`config.mk`:
```
export PLATFORM = sky130hd
export DESIGN_NAME = mpd_step
export DESIGN_NICKNAME = d
export VERILOG_FILES = /design/src/hdl/mpd_pkg.sv /design/src/hdl/mpd_step.sv
export SDC_FILE = /design/constraint.sdc
export NUM_CORES = 1
export LEC_CHECK = 0
export BUFFER_PORTS_ARGS = -buffer_cell sky130_fd_sc_hd__buf_4
export CORE_UTILIZATION = 50
export DETAILED_ROUTE_END_ITERATION = 10
export HOLD_SLACK_MARGIN = 0.03
export PLACE_DENSITY = 0.94
export SLEW_MARGIN = 5
export SYNTH_ARGS = -nofsm -noshare
export SYNTH_HDL_FRONTEND = slang
export SYNTH_SLANG_ARGS = --single-unit
```
`constraint.sdc`:
```
create_clock -name i_clk -period 7.39 [get_ports i_clk]
set_clock_uncertainty 0.05 [all_clocks]
set_input_delay 1.1085 -clock i_clk [delete_from_list [all_inputs] [get_ports i_clk]]
set_output_delay 1.1085 -clock i_clk [all_outputs]
set_load 0.02 [all_outputs]
```
`src/hdl/mpd_pkg.sv`:
```
// ============================================================================
// mpd_pkg
// Shared codes and side-band types of the mixed-precision divider pipeline.
// ============================================================================
package mpd_pkg;

    // Mode select codes; the spare code runs as unsigned.
    localparam logic [1:0] FUNC_UNSIGNED  = 2'd0;
    localparam logic [1:0] FUNC_SYMMETRIC = 2'd1;
    localparam logic [1:0] FUNC_FLOORED   = 2'd2;

    // Result status codes.
    localparam logic [1:0] ST_OK       = 2'd0;
    localparam logic [1:0] ST_DIV_ZERO = 2'd1;
    localparam logic [1:0] ST_RANGE    = 2'd2;

    // Control that travels with each item down the pipeline.
    typedef struct packed {
        logic       valid;
        logic       sym;     // symmetric mode
        logic       flr;     // floored mode
        logic       qneg;    // negate quotient (symmetric, signs differ)
        logic       rneg;    // negate remainder
        logic       nneg;    // floored: dividend still negative after sign fold
        logic [1:0] status;  // status found so far
    } t_side;

endpackage

```
`src/hdl/mpd_step.sv`:
```
// ============================================================================
// mpd_step
// One restoring shift-and-subtract step, registered: one quotient bit.
// ============================================================================
module mpd_step #(
    parameter int W = 32
) (
    input  logic           i_clk,
    input  logic           i_rst_n,
    input  logic [W-1:0]   i_rem,
    input  logic [W-1:0]   i_lq,
    input  logic [W-1:0]   i_d,
    input  mpd_pkg::t_side i_side,
    output logic [W-1:0]   o_rem,
    output logic [W-1:0]   o_lq,
    output logic [W-1:0]   o_d,
    output mpd_pkg::t_side o_side
);
    import mpd_pkg::*;

    logic [W:0]   w_wide;
    logic [W:0]   w_diff;
    logic         w_ge;
    logic [W-1:0] n_rem;
    logic [W-1:0] n_lq;
    logic [W-1:0] r_rem;
    logic [W-1:0] r_lq;
    logic [W-1:0] r_d;
    t_side        r_side;

    // Shift the next dividend bit in; subtract when it fits.
    always_comb begin
        w_wide = {i_rem, i_lq[W-1]};
        w_diff = w_wide - {1'b0, i_d};
        w_ge   = (w_wide >= {1'b0, i_d});
        n_rem  = w_ge ? w_diff[W-1:0] : w_wide[W-1:0];
        n_lq   = {i_lq[W-2:0], w_ge};
    end

    always_ff @(posedge i_clk) begin
        if (!i_rst_n) begin
            r_side <= '0;
        end else begin
            r_side <= i_side;
        end
    end

    always_ff @(posedge i_clk) begin
        r_rem <= n_rem;
        r_lq  <= n_lq;
        r_d   <= i_d;
    end

    assign o_rem  = r_rem;
    assign o_lq   = r_lq;
    assign o_d    = r_d;
    assign o_side = r_side;

endmodule

```
==> impl_metrics.json <==
{
  "status": "finished clean",
  "worstPathBufferInverterCount": 3,
  "viasPerCell": 5.26,
  "worstPathRequired_ns": 7.59,
  "ff_latch_area_um2": 2080,
  "routed_wl_um": 12000,
  "diodes": 0,
  "root_buffer": "clkbuf_8",
  "hold_viol": 0,
  "place_hpwl_um": 9530,
  "ctsHoldBuffers": 0,
  "ys_types": 48,
  "max_freq_ghz": 0.215,
  "ys_warn_count": 0,
  "grt_usage_pct": 25.9,
  "ir_worst_vdd_mv": 0.116,
  "start_kind": "primary input",
  "crit_type": "primary input to flop",
  "drt-wirelength-per-cell_um": 15.6,
  "avgSynthCellArea_um2": 9.50,
  "grt_overflow": 0,
  "synth_area_leaders": "dfxtp_1 48%, ha_1 9.2%, a21oi_1 6.5%, inv_1 3.3%, nor2_1 3.0%",
  "final_nets": 799,
  "cts_max_path_buffers": 2,
  "routabilityCongestion": 0.902,
  "instances_no_fill": 769,
  "power.leakage_nw": 3.03,
  "crit_path_top_delay_cell": "o31ai_4",
  "fp.dieH_um": 95.2,
  "post_cts_buffers": 0,
  "area_growth_syn_to_layout_pct": 41.4,
  "synth_async_sr_flop_share_pct": 0,
  "cap_violations": 0,
  "placed_cells": 754,
  "relSlewSlack_pct": 21.7,
  "htreeDepth": 3,
  "synth_top_area_share_pct": 48.0,
  "path_common_cell": "buf_4",
  "cp-end-kind": "flop",
  "setup_viol_count_final": 0,
  "die_width_um": 95.2,
  "ys_ff_latch": 104,
  "hold_path_class": "primary input to flop",
  "worst_pin_slew_ns": 1.17,
  "multi_input_area_um2": 2030,
  "initial_core_util_pct": 52.3,
  "dr.pass1.iters": 4,
  "rows": 33,
  "cts_made_buffers": 9,
  "yosys.area.top_type": "dfxtp_1",
  "seq_area_frac_synth_pct": 48.0,
  "drt_drc_violations_left": 0,
  "min_period_over_period_pct": 62.8,
  "tns_ns": 0,
  "cts_num_sinks": 104,
  "final_max_slew_viol_count": 0,
  "drive_above_1_share_pct": 35.4,
  "crit_chain": "buf_4, inv_1, ha_1, nand4_1, or4_1, a21oi_1, nor3_1, a211oi_2, o21ai_2, o31ai_4, buf_4, mux2_2",
  "fillers": 594,
  "synth_top_flop_cell": "dfxtp_1",
  "post_cts_resized": 0,
  "fin_crit_ns": 4.64,
  "grt_max_degree": 31,
  "drt_iter0_markers": 229,
  "crit_family": "compound AO/OA/AOI/OAI gates",
  "dieArea_um2": 9060,
  "grt_pass1_vias": 3959,
  "synth-edff-count": 0,
  "clk_pin_slew_ns": 0.11,
  "worstPathArrival_ns": 4.85,
  "postSynthCellCount": 457,
  "p_per_area_nw_per_um2": 228,
  "routed-via-count": 4043,
  "netlist_area_um2": 4340,
  "antenna_found_initial": 0,
  "core_area_um2": 8300,
  "path_max_fanout": 30,
  "ant_nets": 0,
  "io_buffers": 209,
  "ios": 210,
  "synth_fp_nets": 596,
  "critPathMaxStageDelay_ns": 0.99,
  "cts_tree": "built",
  "rsz0062_at_grt": "no",
  "grt_pass1_wl_um": 18100
}
==> area by class of cell <==
| class | instances | area share (%) |
|---|---|---|
| clock buffers | 9 | 2.02 |
| multi-input cells | 297 | 33.0 |
| clock inverters | 6 | 0.877 |
| inverters | 38 | 2.32 |
| well taps | 105 | 2.14 |
| flip-flops and latches | 104 | 33.9 |
| repair buffers | 210 | 25.7 |
==> final timing paths <==
| kind | to | slack (ns) | cells after the start | startpoint |
|---|---|---|---|---|
| max | o_rem[7]$_DFF_P_ | 2.75 | 12 | i_d[16] |
| min | o_lq[4]$_DFF_P_ | 0.79 | 1 | i_lq[3] |
==> per-stage QoR <==
step / power, mW / hold WS (ns) / instance area (µm²) / worst slack (ns) / util [%]
after detailed placement: 1.08 / 1.16 / 5960 / 2.45 / 71.8
after global placement: 1.06 / 1.16 / 5960 / 2.58 / 71.8
after floorplan: 0.894 / 1.09 / 4340 / 3.60 / -
final: 1.40 / 0.789 / 6140 / 2.75 / 73.9
after global routing: 1.46 / 0.765 / 6140 / 2.52 / 73.9
after CTS: 1.41 / 0.779 / 6140 / 2.80 / 73.9
==> cell usage after synthesis (3+ instances only) <==
library cell and n:
a211oi_1 3, a21o_1 12, a21oi_1 56, a31oi_1 5, and2_1 10, buf_2 8, buf_4 3, clkbuf_1 6
dfxtp_1 104, ha_1 32, inv_1 38, mux2_1 4, mux2_2 6, nand2_1 26, nand2b_1 3, nand3_1 8
nand4_1 8, nor2_1 35, nor2b_1 3, nor4_1 4, o211ai_1 4, o21a_1 6, o21ai_0 16, o21bai_1 3
xnor2_1 15, xor2_1 12
==> report_power, final <==
part / total [mW] / switching, mW / internal (mW) / leakage, nW
sequential: 0.637 / 0.0168 / 0.620 / 0.877
clock: 0.334 / 0.207 / 0.127 / 0.0882
combinational: 0.429 / 0.235 / 0.194 / 2.07
total: 1.40 / 0.458 / 0.941 / 3.03
==> sequential cells by signal (all words and copies together) (netlist names) <==
signal,cells
o_side,8
o_lq,32
o_rem,32
o_d,32
==> cell families (layout without fill, tap and decap cells) <==
kind of cell	Yosys count	in the layout	synth area share, %
buf+inv	56	263	5.36
fa+ha+maj	33	33	9.68
flops	104	104	48.0
simple gates	107	107	11.9
mux	11	11	2.82
xor+xnor	27	27	5.45
compound gates	119	119	16.9
==> placed cells by master (no fill, tap or decap), drive strengths merged, types with 3 or more instances in the layout <==
cell type / count
xnor2: 15
o211ai: 4
a21o: 12
nand2b: 3
clkbuf: 9
a211oi: 4
nand3: 8
a31oi: 5
mux2: 10
o21a: 6
dfxtp: 104
buf: 210
xor2: 12
inv: 41
nand4: 8
and2: 10
ha: 32
a21oi: 56
nor2: 35
nand2: 26
nor2b: 3
o21ai: 18
nor4: 4
o21bai: 3
==> routing by layer <==
| metal | routed length [µm] | up-vias | global-route usage (%) |
|---|---|---|---|
| li1 | - | 1986 | - |
| met1 | 4440 | 1855 | 27.4 |
| met2 | 6330 | 178 | 48.8 |
| met3 | 900 | 24 | 6.38 |
| met4 | 301 | 0 | 9.97 |
| met5 | 0 | - | 0 |
Note: power is estimated with default switching activity, not from simulation.
