File: config.mk
export PLATFORM = sky130hd
export DESIGN_NAME = mpd_post
export DESIGN_NICKNAME = d
export VERILOG_FILES = /design/src/hdl/mpd_pkg.sv /design/src/hdl/mpd_post.sv
export SDC_FILE = /design/constraint.sdc
export NUM_CORES = 1
export LEC_CHECK = 0
export BUFFER_PORTS_ARGS = -buffer_cell sky130_fd_sc_hd__buf_2
export CAP_MARGIN = 10
export CORE_ASPECT_RATIO = 1.5
export CORE_MARGIN = 10
export CORE_UTILIZATION = 35
export DETAILED_ROUTE_END_ITERATION = 12
export REMOVE_ABC_BUFFERS = 1
export SLEW_MARGIN = 20
export SYNTH_ARGS = -nofsm -noshare
export SYNTH_HDL_FRONTEND = slang
export SYNTH_SLANG_ARGS = --single-unit
File: constraint.sdc
create_clock -name i_clk -period 2.58 [get_ports i_clk]
set_input_delay 0.258 -clock i_clk [delete_from_list [all_inputs] [get_ports i_clk]]
set_output_delay 0.258 -clock i_clk [all_outputs]
set_load 0.01 [all_outputs]
File: src/hdl/mpd_pkg.sv
// ============================================================================
// mpd_pkg
// Shared codes and side-band types of the mixed-precision divider pipeline.
// ============================================================================
package mpd_pkg;

    // Mode select codes; the spare code runs as unsigned.
    localparam logic [1:0] FUNC_UNSIGNED  = 2'd0;
    localparam logic [1:0] FUNC_SYMMETRIC = 2'd1;
    localparam logic [1:0] FUNC_FLOORED   = 2'd2;

    // Result status codes.
    localparam logic [1:0] ST_OK       = 2'd0;
    localparam logic [1:0] ST_DIV_ZERO = 2'd1;
    localparam logic [1:0] ST_RANGE    = 2'd2;

    // Control that travels with each item down the pipeline.
    typedef struct packed {
        logic       valid;
        logic       sym;     // symmetric mode
        logic       flr;     // floored mode
        logic       qneg;    // negate quotient (symmetric, signs differ)
        logic       rneg;    // negate remainder
        logic       nneg;    // floored: dividend still negative after sign fold
        logic [1:0] status;  // status found so far
    } t_side;

endpackage

File: src/hdl/mpd_post.sv
// ============================================================================
// mpd_post
// Output stage: restore signs, check the signed quotient range, zero the
// fields of a failed item and register the result.
// ============================================================================
module mpd_post #(
    parameter int W = 32
) (
    input  logic           i_clk,
    input  logic           i_rst_n,
    input  logic [W-1:0]   i_q,
    input  logic [W-1:0]   i_r,
    input  mpd_pkg::t_side i_side,
    output logic           o_strobe,
    output logic [W-1:0]   o_quotient,
    output logic [W-1:0]   o_remainder,
    output logic [1:0]     o_status
);
    import mpd_pkg::*;

    logic [W-1:0] w_nq;
    logic [W-1:0] w_qf;
    logic [W-1:0] w_rf;
    logic         w_ovf;
    logic [1:0]   n_status;
    logic         r_strobe;
    logic [W-1:0] r_quotient;
    logic [W-1:0] r_remainder;
    logic [1:0]   r_status;

    always_comb begin
        w_nq  = W'(-i_q);
        w_qf  = i_q;
        w_ovf = 1'b0;
        if (i_side.sym) begin
            if (i_side.qneg) begin
                w_qf  = w_nq;
                w_ovf = !w_nq[W-1] && (i_q != '0);
            end else begin
                w_ovf = i_q[W-1];
            end
        end else if (i_side.flr) begin
            w_ovf = (i_side.nneg != i_q[W-1]);
        end
        w_rf = i_side.rneg ? W'(-i_r) : i_r;
        priority if (i_side.status != ST_OK) begin
            n_status = i_side.status;
        end else if (w_ovf) begin
            n_status = ST_RANGE;
        end else begin
            n_status = ST_OK;
        end
    end

    always_ff @(posedge i_clk) begin
        if (!i_rst_n) begin
            r_strobe <= 1'b0;
        end else begin
            r_strobe <= i_side.valid;
        end
    end

    always_ff @(posedge i_clk) begin
        r_status <= n_status;
        if (n_status == ST_OK) begin
            r_quotient  <= w_qf;
            r_remainder <= w_rf;
        end else begin
            r_quotient  <= '0;
            r_remainder <= '0;
        end
    end

    assign o_strobe    = r_strobe;
    assign o_quotient  = r_quotient;
    assign o_remainder = r_remainder;
    assign o_status    = r_status;

endmodule
==> impl_metrics.toml, run 1 <==
[floorplanning]
start_util_pct = 35.6
core_mm2 = 0.00963
std_cell_rows = 44
pin_count = 141
die_area_mm2 = 0.0142
fp.dieW_um = 101
fp.dieH_um = 141

[critical_path]
crit_path_start_kind = "input pin"
worstSetupEndpoint = "o_quotient[18]"
critPathSlowestCell = "or4_1"
cp_cell_sequence = "buf_2, or4_1, nor4_2, nand3_1, a311o_2, buf_4, nor3_1"
crit_path_end_kind = "register"
cpPeakStageDelay_ns = 0.59
cp.arrival_ns = 2.44
cp_max_fo = 23
crit_required_ns = 2.81
setup.worst_path.start = "i_q[11]"
critPathKind = "in2reg"

[clocking]
ctsResizeCount = 0
cts_buffer_depth = 2
clk_pin_slew_ns = 0.05
clock_sinks = 67
ctsHoldBuffers = 0
cts_inserted_buffers = 9
cts-root-buf = "clkbuf_16"
h-tree-depth = 3
tritoncts = "yes"
post_cts_buffers = 0

[global_route]
grt_use_total_pct = 14.5
grt_start_max_net_pins = 54
antenna_found_initial = 0
grt_pass1_wl_um = 16800
grtUsageMet2_pct = 25.3
grt_pass1_vias = 3451
use_met3_pct = 6.27
grt_util_met1_pct = 14.9
grt_busiest_layer = "met2"
grt_overflow = 0

[logic_synthesis]
synth_common_cells = "dfxtp_1 (67), xor2_1 (39), nor3_2 (30), nor3_1 (29), nor2_1 (20)"
seq_area_frac_synth_pct = 39.1
syn_area_mm2 = 0.00343
synth_top_family_by_area = "simple AND/OR/NAND/NOR gates"
synth_edf_count = 0
synth_compound_area_share_pct = 12.3
async_reset_ff_share_pct = 0
yosys.area.top_type_share_pct = 39.1
synth.most_common_cell = "dfxtp_1"
synthXorXnorAreaFrac_pct = 14.3
synth_mux_area_share_pct = 0.583
ys_types = 41
synth_seq_cells = 67
syn_inst = 368
yosys_warnings = 0
syn_area_per_cell_um2 = 9.33
yosys.area.top_type = "dfxtp_1"
synth.top_cells.by_area = "dfxtp_1 (39%), xor2_1 (10%), nor3_2 (8.7%)"
synth-main-ff-cell = "dfxtp_1"
yosys.area_share.simple_pct = 28.0
synth-adder-area-share_pct = 0.729

[drt]
vias = 3273
drc = 0
ant_nets = 0
drt_pass1_iterations = 4
wl_um = 10600
via_per_inst = 5.20
drt_iter0_markers = 138
post_drt_wl_per_cell_um = 16.9

[final_layout]
antennaDiodeCount = 0
syn_to_final_growth_pct = 34.2
stdcell_count = 629
utilization_pct = 47.8
fin_area_mm2 = 0.00461
final_net_count = 585
drive_gt1_share_pct = 41.6
fill_cells = 927

[timing]
max_slew_margin_pct = 62.7
whs_ns = 0.0772
layout_setup_ws_ns = 0.365
max_freq_ghz = 0.451
hold_viol_final = 0
period_share_pct = 85.9
worstMarginPinSlew_ns = 0.557
grt_setup_unrepaired = "false"
finalSetupViolCount = 0
slew_violations = 0
period_needed_ns = 2.21

[placed_design]
pre_cts_slack_ns = 0.0579
dp_hpwl_um = 8290
dp_cells = 613
port-buffer-count = 140
globalplace.congestion = 0.832
dpl_cell_area_mm2 = 0.00430

[status]
outcome = "finished, final reports clean"

[pwr]
max-vdd-ir-drop_v = 0.000373
power.density_mw_per_mm2 = 591
p_leak_nw = 1.98

[min_path]
min_path_type = "in2reg"

[run]
max_cap_violations = 0
==> kinds of logic (layout without fill, tap and decap cells) <==
group | Yosys count | in the layout
XOR/XNOR | 56 | 56
AO/OA/AOI/OAI | 61 | 61
adder cells (fa/ha/maj) | 2 | 2
flip-flops | 67 | 67
AND/OR/NAND/NOR | 144 | 144
multiplexers | 2 | 2
buffers and inverters | 36 | 182
==> through the flow <==
stage | setup TNS, ns | total power [mW]
finish | 0 | 2.72
global route | 0 | 2.85
CTS | 0 | 2.77
detailed placement | 0 | 1.52
global placement | 0 | 1.51
floorplan | -290.06 | 1.32
==> cell usage in the layout (no fill, tap or decap), types with 2 or more instances in the layout <==
| cell | count |
|---|---|
| a211oi_1 | 3 |
| nor4_1 | 9 |
| a21oi_1 | 7 |
| or3_1 | 13 |
| nor3_2 | 30 |
| or4b_2 | 2 |
| nor4_2 | 4 |
| nor3_1 | 29 |
| buf_2 | 140 |
| and2_1 | 2 |
| o41ai_1 | 13 |
| xor2_1 | 39 |
| clkbuf_8 | 2 |
| ha_1 | 2 |
| nor2b_1 | 2 |
| o21ai_0 | 14 |
| xnor2_1 | 17 |
| a31oi_1 | 6 |
| buf_12 | 2 |
| or2_2 | 3 |
| nand2_1 | 6 |
| clkbuf_16 | 9 |
| nand3_1 | 4 |
| or4_1 | 10 |
| nand2b_1 | 2 |
| o31ai_1 | 13 |
| mux2i_1 | 2 |
| inv_1 | 8 |
| nand4_1 | 2 |
| buf_4 | 16 |
| nor2_1 | 20 |
| clkinv_2 | 2 |
| nor4b_1 | 2 |
| dfxtp_1 | 67 |
==> cell type report <==
| class | count | area [um^2] | area share (%) |
|---|---|---|---|
| clock buffer | 12 | 256 | 5.57 |
| clock inverter | 4 | 48.8 | 1.06 |
| inverter | 8 | 30.0 | 0.652 |
| multi-input combinational | 265 | 1930 | 41.8 |
| sequential | 67 | 1340 | 29.1 |
| tap | 115 | 144 | 3.12 |
| timing repair buffer | 158 | 861 | 18.7 |
==> routing by layer <==
layer / share of wire [%] / wire [um] / vias to the layer above
met1: 39 / 4100 / 1520
li1: - / - / 1628
met2: 50 / 5310 / 115
met4: 1.3 / 138 / 0
met3: 10 / 1070 / 10
met5: 0 / 0 / -
==> flip-flops by register name, indices dropped and copies added (netlist names) <==
register / flops
o_status: 2
o_remainder: 32
o_strobe: 1
o_quotient: 32
==> report_power, final <==
group          internal [mW]  switching (mW)
Clock                  0.799           0.431
Sequential              1.08          0.0109
Combinational          0.173           0.228
Total                   2.05           0.670
==> worst max-delay path: cells and delay by family <==
kind / cells / cell delay [ns]
buffers and inverters: 2 / 0.36
AOI/OAI and AO/OA: 1 / 0.46
and+or+nand+nor: 4 / 1.35
==> worst min path at each step <==
| stage | depth (start not counted) | end | start |
|---|---|---|---|
| after CTS | 1 | o_status[0] | i_side[0] |
| after global routing | 1 | o_status[0] | i_side[0] |
| final | 1 | o_status[0] | i_side[0] |
| after floorplan | 0 | o_status[0] | i_side[0] |
| after global placement | 1 | o_status[0] | i_side[0] |
| after detailed placement | 1 | o_status[0] | i_side[0] |
Note: power is estimated with default switching activity, not from simulation.
==> run 2, diff against run 1 <==
--- a/config.mk
+++ b/config.mk
@@ -8,11 +8,11 @@
 export BUFFER_PORTS_ARGS = -buffer_cell sky130_fd_sc_hd__buf_2
 export CAP_MARGIN = 10
 export CORE_ASPECT_RATIO = 1.5
-export CORE_MARGIN = 10
+export CORE_MARGIN = 4
 export CORE_UTILIZATION = 35
 export DETAILED_ROUTE_END_ITERATION = 12
 export REMOVE_ABC_BUFFERS = 1
-export SLEW_MARGIN = 20
+export SLEW_MARGIN = 30
 export SYNTH_ARGS = -nofsm -noshare
 export SYNTH_HDL_FRONTEND = slang
 export SYNTH_SLANG_ARGS = --single-unit
==> run 2 against run 1 <==
Routed wire length down 7.2%. Setup slack worse by 0.10 ns. Critical path type unchanged. Critical path depth did not move. Non-clock buffer count is 9 higher. Largest power group unchanged. Final cell count grew 1.3%.
==> impl_metrics.toml, run 2 (synthesis gave the netlist of run 1 again) <==
[status]
outcome = "finished, final reports clean"

[global_route]
grt_pass1_wl_um = 15200
grt_use_total_pct = 17.1
grt_pass1_vias = 3239
grt_overflow = 0
antenna_found_initial = 0
grt_start_max_net_pins = 32

[pwr]
power_switching_mw = 0.661
p_seq_share_pct = 40.2
clkPwrFrac_pct = 44.6
p_sw_share_pct = 24.3
p_comb_share_pct = 15.2
max-vdd-ir-drop_v = 0.000480
p_leak_nw = 2.03
p_total_mw = 2.72
power.density_mw_per_mm2 = 580
p_int_mw = 2.06

[drt]
wl_um = 9860
via_per_inst = 5.22
post_drt_wl_per_cell_um = 15.5
drc = 0
ant_nets = 0
vias = 3325
drt_iter0_markers = 92
drt_pass1_iterations = 4

[final_layout]
fill_cells = 951
stdcell_count = 637
final_common_cell = "buf_2"
drive_gt1_share_pct = 42.3
multiInputGateArea_mm2 = 0.00193
syn_to_final_growth_pct = 36.6
antennaDiodeCount = 0
final_net_count = 594
utilization_pct = 48.7
final_cell_mix = "buf_2 (140), dfxtp_1 (67), xor2_1 (39)"
seqCellArea_mm2 = 0.00134

[floorplanning]
fp.dieH_um = 129
core_mm2 = 0.00963
start_util_pct = 35.6
die_area_mm2 = 0.0115
std_cell_rows = 44
pin_count = 141
fp.dieW_um = 88.9

[timing]
worstMarginPinSlew_ns = 0.747
max_freq_ghz = 0.432
hold_viol_final = 0
slew_violations = 0
max_slew_margin_pct = 49.8
period_needed_ns = 2.32
finalSetupViolCount = 0
period_share_pct = 89.8
layout_setup_ws_ns = 0.264
grt_setup_unrepaired = "false"

[clocking]
cts-root-buf = "clkbuf_16"
cts_inserted_buffers = 9
cts_buffer_depth = 2
post_cts_buffers = 0
ctsResizeCount = 0
clk_pin_slew_ns = 0.05
tritoncts = "yes"
ctsHoldBuffers = 0
h-tree-depth = 3
clock_sinks = 67

[critical_path]
crit_required_ns = 2.79
cp_max_fo = 13
critPathKind = "in2reg"
crit_path_end_kind = "register"
cp.arrival_ns = 2.53
crit_path_start_kind = "input pin"

[placed_design]
dp_hpwl_um = 7710
dp_cells = 622
port-buffer-count = 140
globalplace.congestion = 0.863
pre_cts_slack_ns = -0.0613

[min_path]
min_path_type = "in2reg"

[run]
max_cap_violations = 0
## run 2: cell count changes in the layout (fill, tap and decap cells not counted), sizes merged
cell / before / now
buf: 158 / 167
clkinv: 3 / 1
clkbuf: 12 / 13
## run 2: area by class of cell
class                   count  share of cell area, %
well taps                 115                   3.07
multi-input cells         265                   41.1
flip-flops and latches     67                   28.6
clock buffers              13                   5.55
repair buffers            167                   20.3
clock inverters             2                  0.747
inverters                   8                  0.640
## run 2: path summary, 6_finish.rpt
check / startpoint / endpoint / slack [ns] / cells after the start
worst min-delay path: i_side[0] / o_status[0] / 0.07 / 1
worst max-delay path: i_q[13] / o_remainder[31] / 0.26 / 7
## run 2: critical path, cell delays in order
cell and delay [ns]:
buf_2 0.10, or4_1 0.61, nor4_2 0.36, nand3_1 0.17, nor4_2 0.59, buf_4 0.36, nor3_1 0.08
## run 2: power groups by stage
stage                     clock [mW]  combinational (mW)  sequential, mW
after floorplan                    0               0.184            1.14
after global placement             0               0.408            1.12
after detailed placement           0               0.415            1.12
after CTS                       1.24               0.418            1.09
after global routing            1.30               0.456            1.10
final                           1.21               0.414            1.09
## run 2: through the flow
step	setup TNS [ns]	area, um^2	hold slack [ns]
floorplan	-290.06	3290	0.286
global placement	0	4390	0.398
detailed placement	-1.41	4390	0.402
CTS	0	4690	0.0613
global route	0	4690	0.0566
finish	0	4690	0.0690
## run 2: layer usage
metal / up-vias / routed length (um) / global-route usage [%]
met3: 16 / 893 / 4.71
met1: 1525 / 3710 / 19.0
met4: 0 / 214 / 7.92
li1: 1645 / - / -
met5: - / 0 / 0
met2: 139 / 5040 / 29.6
