**src/hdl/mpd_pkg.sv**
```systemverilog
// ============================================================================
// mpd_pkg
// Shared codes and side-band types of the mixed-precision divider pipeline.
// ============================================================================
package mpd_pkg;

    // Mode select codes; the spare code runs as unsigned.
    localparam logic [1:0] FUNC_UNSIGNED  = 2'd0;
    localparam logic [1:0] FUNC_SYMMETRIC = 2'd1;
    localparam logic [1:0] FUNC_FLOORED   = 2'd2;

    // Result status codes.
    localparam logic [1:0] ST_OK       = 2'd0;
    localparam logic [1:0] ST_DIV_ZERO = 2'd1;
    localparam logic [1:0] ST_RANGE    = 2'd2;

    // Control that travels with each item down the pipeline.
    typedef struct packed {
        logic       valid;
        logic       sym;     // symmetric mode
        logic       flr;     // floored mode
        logic       qneg;    // negate quotient (symmetric, signs differ)
        logic       rneg;    // negate remainder
        logic       nneg;    // floored: dividend still negative after sign fold
        logic [1:0] status;  // status found so far
    } t_side;

endpackage

```
**src/hdl/mpd_pre.sv**
```systemverilog
// ============================================================================
// mpd_pre
// Two front stages: fold operand signs per mode, then apply the floored
// offset and check for a zero divisor and an out-of-range quotient.
// ============================================================================
module mpd_pre #(
    parameter int W = 32
) (
    input  logic          i_clk,
    input  logic          i_rst_n,
    input  logic          i_valid,
    input  logic [1:0]    i_func,
    input  logic [W-1:0]  i_h,
    input  logic [W-1:0]  i_l,
    input  logic [W-1:0]  i_d,
    output logic [W-1:0]  o_h,
    output logic [W-1:0]  o_l,
    output logic [W-1:0]  o_d,
    output mpd_pkg::t_side o_side
);
    import mpd_pkg::*;

    logic         w_sym;
    logic         w_flr;
    logic         w_hneg;
    logic         w_dneg;
    logic [2*W-1:0] w_dvd;

    logic [2*W-1:0] r1_dvd;
    logic [W-1:0]   r1_d;
    t_side          r1_side;
    t_side          n1_side;

    logic         w_nneg;
    logic [W-1:0] w_h2;
    t_side        n2_side;
    t_side        r2_side;
    logic [W-1:0] r2_h;
    logic [W-1:0] r2_l;
    logic [W-1:0] r2_d;

    // Stage 1: sign folding.
    always_comb begin
        w_sym  = (i_func == FUNC_SYMMETRIC);
        w_flr  = (i_func == FUNC_FLOORED);
        w_hneg = i_h[W-1];
        w_dneg = i_d[W-1];
        w_dvd  = {i_h, i_l};
        n1_side        = '0;
        n1_side.valid  = i_valid;
        n1_side.sym    = w_sym;
        n1_side.flr    = w_flr;
        n1_side.qneg   = w_sym & (w_hneg ^ w_dneg);
        n1_side.rneg   = w_sym ? w_hneg : (w_flr & w_dneg);
        n1_side.status = ST_OK;
    end

    always_ff @(posedge i_clk) begin
        if (!i_rst_n) begin
            r1_side <= '0;
        end else begin
            r1_side <= n1_side;
        end
    end

    always_ff @(posedge i_clk) begin
        if ((w_sym && w_hneg) || (w_flr && w_dneg)) begin
            r1_dvd <= (2*W)'(-w_dvd);
        end else begin
            r1_dvd <= w_dvd;
        end
        if ((w_sym || w_flr) && w_dneg) begin
            r1_d <= W'(-i_d);
        end else begin
            r1_d <= i_d;
        end
    end

    // Stage 2: floored offset, zero and range checks.
    always_comb begin
        w_nneg = r1_side.flr & r1_dvd[2*W-1];
        w_h2   = w_nneg ? W'(r1_dvd[2*W-1:W] + r1_d) : r1_dvd[2*W-1:W];
        n2_side      = r1_side;
        n2_side.nneg = w_nneg;
        priority if (r1_d == '0) begin
            n2_side.status = ST_DIV_ZERO;
        end else if (w_h2 >= r1_d) begin
            n2_side.status = ST_RANGE;
        end else begin
            n2_side.status = ST_OK;
        end
    end

    always_ff @(posedge i_clk) begin
        if (!i_rst_n) begin
            r2_side <= '0;
        end else begin
            r2_side <= n2_side;
        end
    end

    always_ff @(posedge i_clk) begin
        r2_h <= w_h2;
        r2_l <= r1_dvd[W-1:0];
        r2_d <= r1_d;
    end

    assign o_h    = r2_h;
    assign o_l    = r2_l;
    assign o_d    = r2_d;
    assign o_side = r2_side;

endmodule

```
**config.mk**
```make
export PLATFORM = sky130hd
export DESIGN_NAME = mpd_pre
export DESIGN_NICKNAME = d
export VERILOG_FILES = /design/src/hdl/mpd_pkg.sv /design/src/hdl/mpd_pre.sv
export SDC_FILE = /design/constraint.sdc
export NUM_CORES = 1
export LEC_CHECK = 0
export ABC_AREA = 1
export BUFFER_PORTS_ARGS = -buffer_cell sky130_fd_sc_hd__buf_2
export CAP_MARGIN = 5
export CORE_MARGIN = 5
export CORE_UTILIZATION = 42
export CTS_CLUSTER_DIAMETER = 120
export DETAILED_ROUTE_END_ITERATION = 6
export GPL_TIMING_DRIVEN = 0
export SLEW_MARGIN = 20
export SYNTH_ARGS = -nofsm -noshare
export SYNTH_HDL_FRONTEND = slang
export SYNTH_SLANG_ARGS = --single-unit
export TNS_END_PERCENT = 1
```
**constraint.sdc**
```tcl
create_clock -name i_clk -period 3.55 [get_ports i_clk]
set_clock_uncertainty 0.05 [all_clocks]
set_input_delay 0 -clock i_clk [delete_from_list [all_inputs] [get_ports i_clk]]
set_output_delay 0 -clock i_clk [all_outputs]
set_load 0.05 [all_outputs]
```
==> results by group, run 1 <==
Yosys
  • Avg Cell Area, Syn: 6.933 um^2
  • Distinct cells, synth: 38
  • Fraction of registers with async set/reset: 0%
  • Seq/Total Area, Yosys: roughly 38%
  • Number of synthesized flops with an enable pin: 0
  • Cells after Synth: 1567
  • Top_reg_cell synth: dfxtp_1
  • Synth Cell Area: 10860 um^2
  • Synth area leaders: dfxtp_1, nand2_1, ha_1, inv_1, nor2_1
  • Seq cells post-synth: around 200
  • Post-synth top area share: 37.77%
  • Most frequent cells after synthesis: nand2_1, inv_1, dfxtp_1
  • Yosys top cell by area: dfxtp_1
  • Yosys warnings: 0
  • Synthesized net count: 1736
  • Most common cell in the netlist: nand2_1

Run
  • Max-cap violation count: 0

Global route
  • Total GRT Usage: 25.95%
  • Met2 Use GR: 47.73%
  • Largest net degree at the start of global routing: 14
  • Met1 usage: 30.81%
  • Vias in the first global route: 11546
  • Busiest grt layer: met2
  • GR Util met3: 3.859%
  • Initial antenna violation count: 0
  • GR Overflow Total: 0
  • First-pass GRT wire length: 59770 um

Power and ir drop
  • Clk pwr share: 32.3%
  • Switching share of power: 36.23%
  • Final Power: about 7.7 mW
  • PD cells: 522.9 nW/um^2
  • Leak Pwr: 7.474 nW
  • Sequential power share: 36.0%
  • Int Power: 4.903 mW
  • Net load switching power: 2.786 mW
  • Logic pwr share: 31.7%
  • VDD IR-drop max: a little over 400 uV

Floorplan
  • IO Pins: between 200 and 250
  • Number of core rows: just under 60
  • Initial core utilization: between 40% and 50%
  • Chip height: around 170 um
  • Die area: 29180 um^2
  • Die width: around 170 um
  • Core area: 25330 um^2

Detailed routing
  • Drc violations: 0
  • Final wirelength: roughly 38000 um
  • Vias: 11272
  • Routed length per instance: between 15 and 20 um
  • 1st-pass router iterations: 5
  • Initial DRC Count: 595
  • Antenna Violating Nets Remaining: 0
  • Via-to-Cell Ratio: slightly below 5

Worst hold path
  • Hold crit path type: in2reg
  • WHS Path Cells: 2
  • WHS Endpoint: r1_dvd[0]
  • Worst hold path startpoint: i_l[0]

Cells and area
  • Fill cells: approximately 2400
  • Ant diodes: 0
  • Design Area, Final: roughly 15000 um^2
  • Area delta synth->final: 35.33%
  • Footprint of the multi-input gates: 5883 um^2
  • Final Util: between 50% and 60%
  • Fin nets: 2122
  • Share of layout cells above drive strength 1: 14.77%
  • Storage cell area: around 4000 um^2

Critical path
  • Reg2reg setup slack: 280 ps
  • Crit. End Element: flip-flop
  • CP Launch Type: flip-flop
  • Worst Reg-to-Reg Cells: 23
  • Critical path arrival: 3630 ps
  • CP dominant cell by count: nand2_1
  • Worst path max stage delay: 360 ps
  • FF-to-FF Start: r1_d[0]
  • Terminus of the critical flop-to-flop path: o_side[1]
  • Max stage delay cell, worst path: dfxtp_2
  • Critical path type: reg2reg
  • Critical path's top delay family: simple AND/OR/NAND/NOR gates
  • Worst-path cell chain: ha_1 > inv_1 > fa_1 > inv_1 > nand3_1 > nand3_2 > nand2_1 > nand2_2 > nand2_1 > nand2_2 > nand2_1 > nand2_1 > nand2_1 > nand3_1 > nand2_2 > ha_1 > nand2_1 > o21ai_0 > a21o_1 > a21oi_4 > nand3_1 > nand2_1 > inv_1
  • Req. time, crit path: approximately 4000 ps
  • Bufs and invs on worst path: 3
  • Crit path max fanout: 4

STA
  • Setup ws final: 280.7 ps
  • Final setup viols: 0
  • Tmin final: 3269 ps
  • Final Hold Viols: 0
  • Tcrit/Tclk final: 92.09%
  • Least-Margin Pin Slew: 643.8 ps
  • FMAX: 305.9 MHz
  • Slew headroom: 57.08%
  • Fin. max-slew vios: 0
  • WHS: 106.7 ps
  • Unrepaired setup endpoints after global routing: no

CTS
  • CTS root buffer: clkbuf_16
  • CTS H-tree lvls: 1
  • Clk_lat worst skew: between 500 and 600 ps
  • Clock sinks: slightly above 200
  • Clock buffer count from CTS: 23
  • Maximum root-to-sink buffer count: 3
  • Clock Pin Slew Worst Setup and Hold Paths: approximately 60 ps
  • CTS tree: yes
  • Setup Buffers After CTS: 0

Placed design
  • DP Area: 12290 um^2
  • PortBufs: 203
  • Post-DP HPWL: approximately 30000 um
  • Gp weighted congestion: 0.9481
  • DP Worst Slack: -142.0 ps

Status
  • Outcome: finished clean
## metrics by stage
stage,std cells,setup TNS [ps]
2_1_floorplan,1567,0
3_3_place_gp,2100,-141.1
3_5_place_dp,2100,-142.0
4_1_cts,2300,0
5_1_grt,2300,0
6_report,2300,0
## area by class of cell
class | count | share of cell area [%]
plain buffers | 18 | 0.4936
clock buffers | 30 | 4.366
clock inverters | 12 | 1.013
inverters | 224 | 5.719
multi-input cells | 1120 | 40.01
flip-flops and latches | 205 | 27.92
well taps | 330 | 2.808
repair buffers | 361 | 17.67
## logic make-up after synthesis
family	count (synthesis)	synth area share, %
buffers and inverters	242	8.407
flip-flops	205	37.77
XOR/XNOR	88	7.094
adder cells (fa/ha/maj)	68	7.900
AND/OR/NAND/NOR	851	33.15
AO/OA/AOI/OAI	113	5.678
## state kept, by name (all words and copies together), names as in the netlist
register and flops:
r1_dvd 64, o_d 32, o_h 32, o_l 32
r1_d 32, o_side 8, n2_side 5
## power groups by stage
stage	clock network (mW)	registers (mW)	logic, mW
finish	2.49	2.77	2.44
global route	2.63	2.79	2.68
CTS	2.53	2.76	2.41
detailed placement	0	2.81	2.21
global placement	0	2.81	2.19
floorplan	0	3.26	1.11
## metal layers
layer / part of all wire [%] / vias to the layer above
met2: 50 / 387
met4: 3.4 / 0
met1: 40 / 5122
met3: 6.5 / 84
li1: - / 5679
met5: 0 / -
## worst max path at each step
stage,from,cells past startpoint,end
2_1_floorplan,r1_d[0],24,o_side[1]
3_3_place_gp,r1_d[0],24,o_side[1]
3_5_place_dp,r1_d[0],23,o_side[1]
4_1_cts,r1_d[0],24,o_side[1]
5_1_grt,r1_d[0],23,o_side[1]
6_report,r1_d[0],23,o_side[1]
## repair_timing
action / in CTS / in global routing
pin swaps: 0 / 2
hold endpoints to repair: 106 / 0
setup endpoints to repair: 1 / 1
resized for setup: 4 / 7
hold buffers: 158 / 0
## placed cells by master, fill, tap and decap left out, types with 4 or more instances in the layout
master and n:
nand2_1 472, inv_1 223, buf_2 207, dfxtp_1 204, nor2_1 189, dlygate4sd3_1 158
nand3_1 82, ha_1 67, xor2_1 60, o21ai_0 46, a21oi_1 46, nand4_1 30
xnor2_1 28, clkbuf_16 23, nor3_1 20, clkbuf_1 15, nor4_1 14, nor2_2 9
nand2_2 7, or2_2 6, nor2_4 5, clkinv_2 5, nand3_2 4, o21bai_1 4
o21ai_2 4, nand2_4 4, a21o_1 4, clkbuf_8 4
Note: power is estimated with default switching activity, not from simulation.
==> inputs of run 2 (changes only) <==
- CTS_BUF_LIST: unset -> sky130_fd_sc_hd__clkbuf_2
- PLACE_DENSITY: unset -> 0.66
- clock period: 3.55 -> 2.91 ns (I/O delays scaled with it)
==> run 2 against run 1 <==
Net effect:
- the flow now finishes with violations (setup timing)
- wire length grew 17%
- clock power down 8.0%
- sequential power up 24%
- combinational power grew 48%
- core utilization increased by 8.1 points
- non-clock buffer count rose by 160
- fmax grew 3.0%
- final area rose by 14%
- register-to-register slack got worse by 550 ps
- die area unchanged
- critical path type unchanged
- critical endpoint unchanged
==> results by group, run 2 (synthesis results as in run 1) <==
CTS
  • Clock buffer count from CTS: 52 (+130%)
  • Clock Pin Slew Worst Setup and Hold Paths: 100 ps (+40 ps)
  • Clock sinks: 205 (unchanged)
  • CTS tree: yes
  • CTS root buffer: clkbuf_2
  • Maximum root-to-sink buffer count: 3 (unchanged)
  • Clk_lat worst skew: 840 ps (+310 ps)
  • CTS H-tree lvls: 2 (+1)

Global route
  • Initial antenna violation count: 1 (+1)
  • Largest net degree at the start of global routing: 15 (+1)
  • First-pass GRT wire length: 69590 um (+16%)
  • Vias in the first global route: 13593 (+18%)
  • Total GRT Usage: 30.12% (+4.2 points)
  • GR Overflow Total: 0 (unchanged)

STA
  • Final setup viols: 6 (+6)
  • Tcrit/Tclk final: 109.1% (+17 points)
  • Least-Margin Pin Slew: 707.6 ps (+63.77 ps)
  • Tmin final: 3175 ps (-94.13 ps)
  • Fin. max-slew vios: 0 (unchanged)
  • Setup TNS: -429.4 ps (-429.4 ps)
  • Setup ws final: -265.2 ps (-545.9 ps)
  • Slew headroom: 52.83% (-4.3 points)
  • Final Hold Viols: 0 (unchanged)
  • FMAX: 314.9 MHz (+3.0%)
  • Unrepaired setup endpoints after global routing: yes

Cells and area
  • Fin nets: 2311 (+8.9%)
  • Share of layout cells above drive strength 1: 23.31% (+8.5 points)
  • Largest reg by FF count: r1_dvd
  • Commonest non-fill, non-tap cell in the layout: nand2_1
  • Area delta synth->final: 54.11%
  • Final Util: 66.11% (+8.1 points)
  • Most frequent cells in the layout: nand2_1, dlygate4sd3_1, inv_1
  • Max reg flops: 64 (unchanged)

Floorplan
  • Number of core rows: 58 (unchanged)
  • Chip height: 170.8 um (unchanged)
  • Core area: 25330 um^2 (unchanged)
  • Initial core utilization: 42.90% (unchanged)
  • IO Pins: 205 (unchanged)
  • Die width: 170.8 um (unchanged)
  • Die area: 29180 um^2 (unchanged)

Detailed routing
  • Initial DRC Count: 998 (+68%)
  • Via-to-Cell Ratio: 5.114 (+4.3%)
  • DR WL met2: 21890 um (+14%)
  • 1st-pass router iterations: 5 (unchanged)
  • Drc violations: 0 (unchanged)
  • Antenna Violating Nets Remaining: 0 (unchanged)
  • Met3 Routed Length: 3500 um (+40%)
  • Routed length per instance: 17.82 um (+6.9%)
  • Vias: 12836 (+14%)
  • Final wirelength: 44740 um (+17%)
  • Met1 WL: 16550 um (+7.4%)
  • DR top layer: met4

Critical path
  • Critical path arrival: 3820 ps (+190 ps)
  • Req. time, crit path: 3550 ps (-360 ps)
  • Crit path max fanout: 5 (+1)
  • Crit. End Element: flip-flop
  • Critical path type: reg2reg
  • CP Launch Type: flip-flop

Power and ir drop
  • PD cells: 558.6 nW/um^2 (+6.8%)
  • VDD IR-drop max: 376.4 uV (-7.1%)
  • Leak Pwr: 8.197 nW (+9.7%)
  • Final Power: 9.352 mW (+22%)

Status
  • Outcome: finished, violations left
  • Violations in the final reports: setup timing

Placed design
  • Post-DP HPWL: 29300 um (-2.1%)
  • DP Worst Slack: -646.4 ps (-504.4 ps)
  • PortBufs: 203 (unchanged)
  • Gp weighted congestion: 0.9774 (+3.1%)

Worst hold path
  • Hold crit path type: in2reg

Run
  • Max-cap violation count: 0 (unchanged)
## run 2: power by group
part / switching [mW] / internal [mW]
combinational: 2.21 / 1.41
sequential: 0.271 / 3.17
clock: 1.25 / 1.05
total: 3.73 / 5.63
## run 2: path summary, 6_finish.rpt
path | to | cells past startpoint | slack [ps] | start
max | o_side[1] | 18 | -270 | r1_d[29]
min | o_side[7] | 4 | 80 | i_rst_n
max reg2reg | o_side[1] | 18 | -270 | r1_d[29]
min reg2reg | o_l[30] | 0 | 270 | r1_dvd[30]
## run 2: layer usage
metal  global-route usage (%)  vias up
met5                        0        -
met4                    17.40        0
met3                    5.846      207
met2                    53.58      633
met1                    33.50     5899
li1                         -     6097
## run 2: critical path, stage by stage, from the launching register on
cell	delay (ps)
dfxtp_1	510
ha_1	350
nand2_1	150
a21oi_1	60
nor2_1	200
nand2_1	100
a21oi_2	190
nand3_1	100
nand3_1	90
nand2_1	70
inv_1	140
ha_4	230
a21oi_1	150
o21ai_1	110
a21o_1	200
a21oi_4	170
nand3_1	90
nand2_1	90
inv_1	40
## run 2: cell type report
type                    instances  area, um^2
well taps                     330       412.9
flip-flops and latches        205        4184
plain buffers                  18       73.82
fillers                      2022        8584
clock buffers                  75       375.4
multi-input cells            1120        6539
clock inverters                16       170.2
repair buffers                521        4144
inverters                     224       840.8
diodes                          1       2.502
## run 2: timing repair
action | in CTS | in global routing
cloned | 0 | 0
buffers inserted | 21 | 2
hold buffers | 295 | 0
endpoints found under the hold margin | 109 | 0
gates resized for setup | 161 | 28
pin swaps | 32 | 13
endpoints found under the setup margin | 1 | 11
## run 2: stage by stage
step / instance area (um^2) / hold WS (ps) / instances
after floorplan: 10860 / -22.28 / 1567
after global placement: 12290 / 69.39 / 2100
after CTS: 16640 / 9.741 / 2507
after global routing: 16740 / 55.23 / 2510
after detailed placement: 12290 / 68.07 / 2100
final: 16740 / 77.52 / 2510
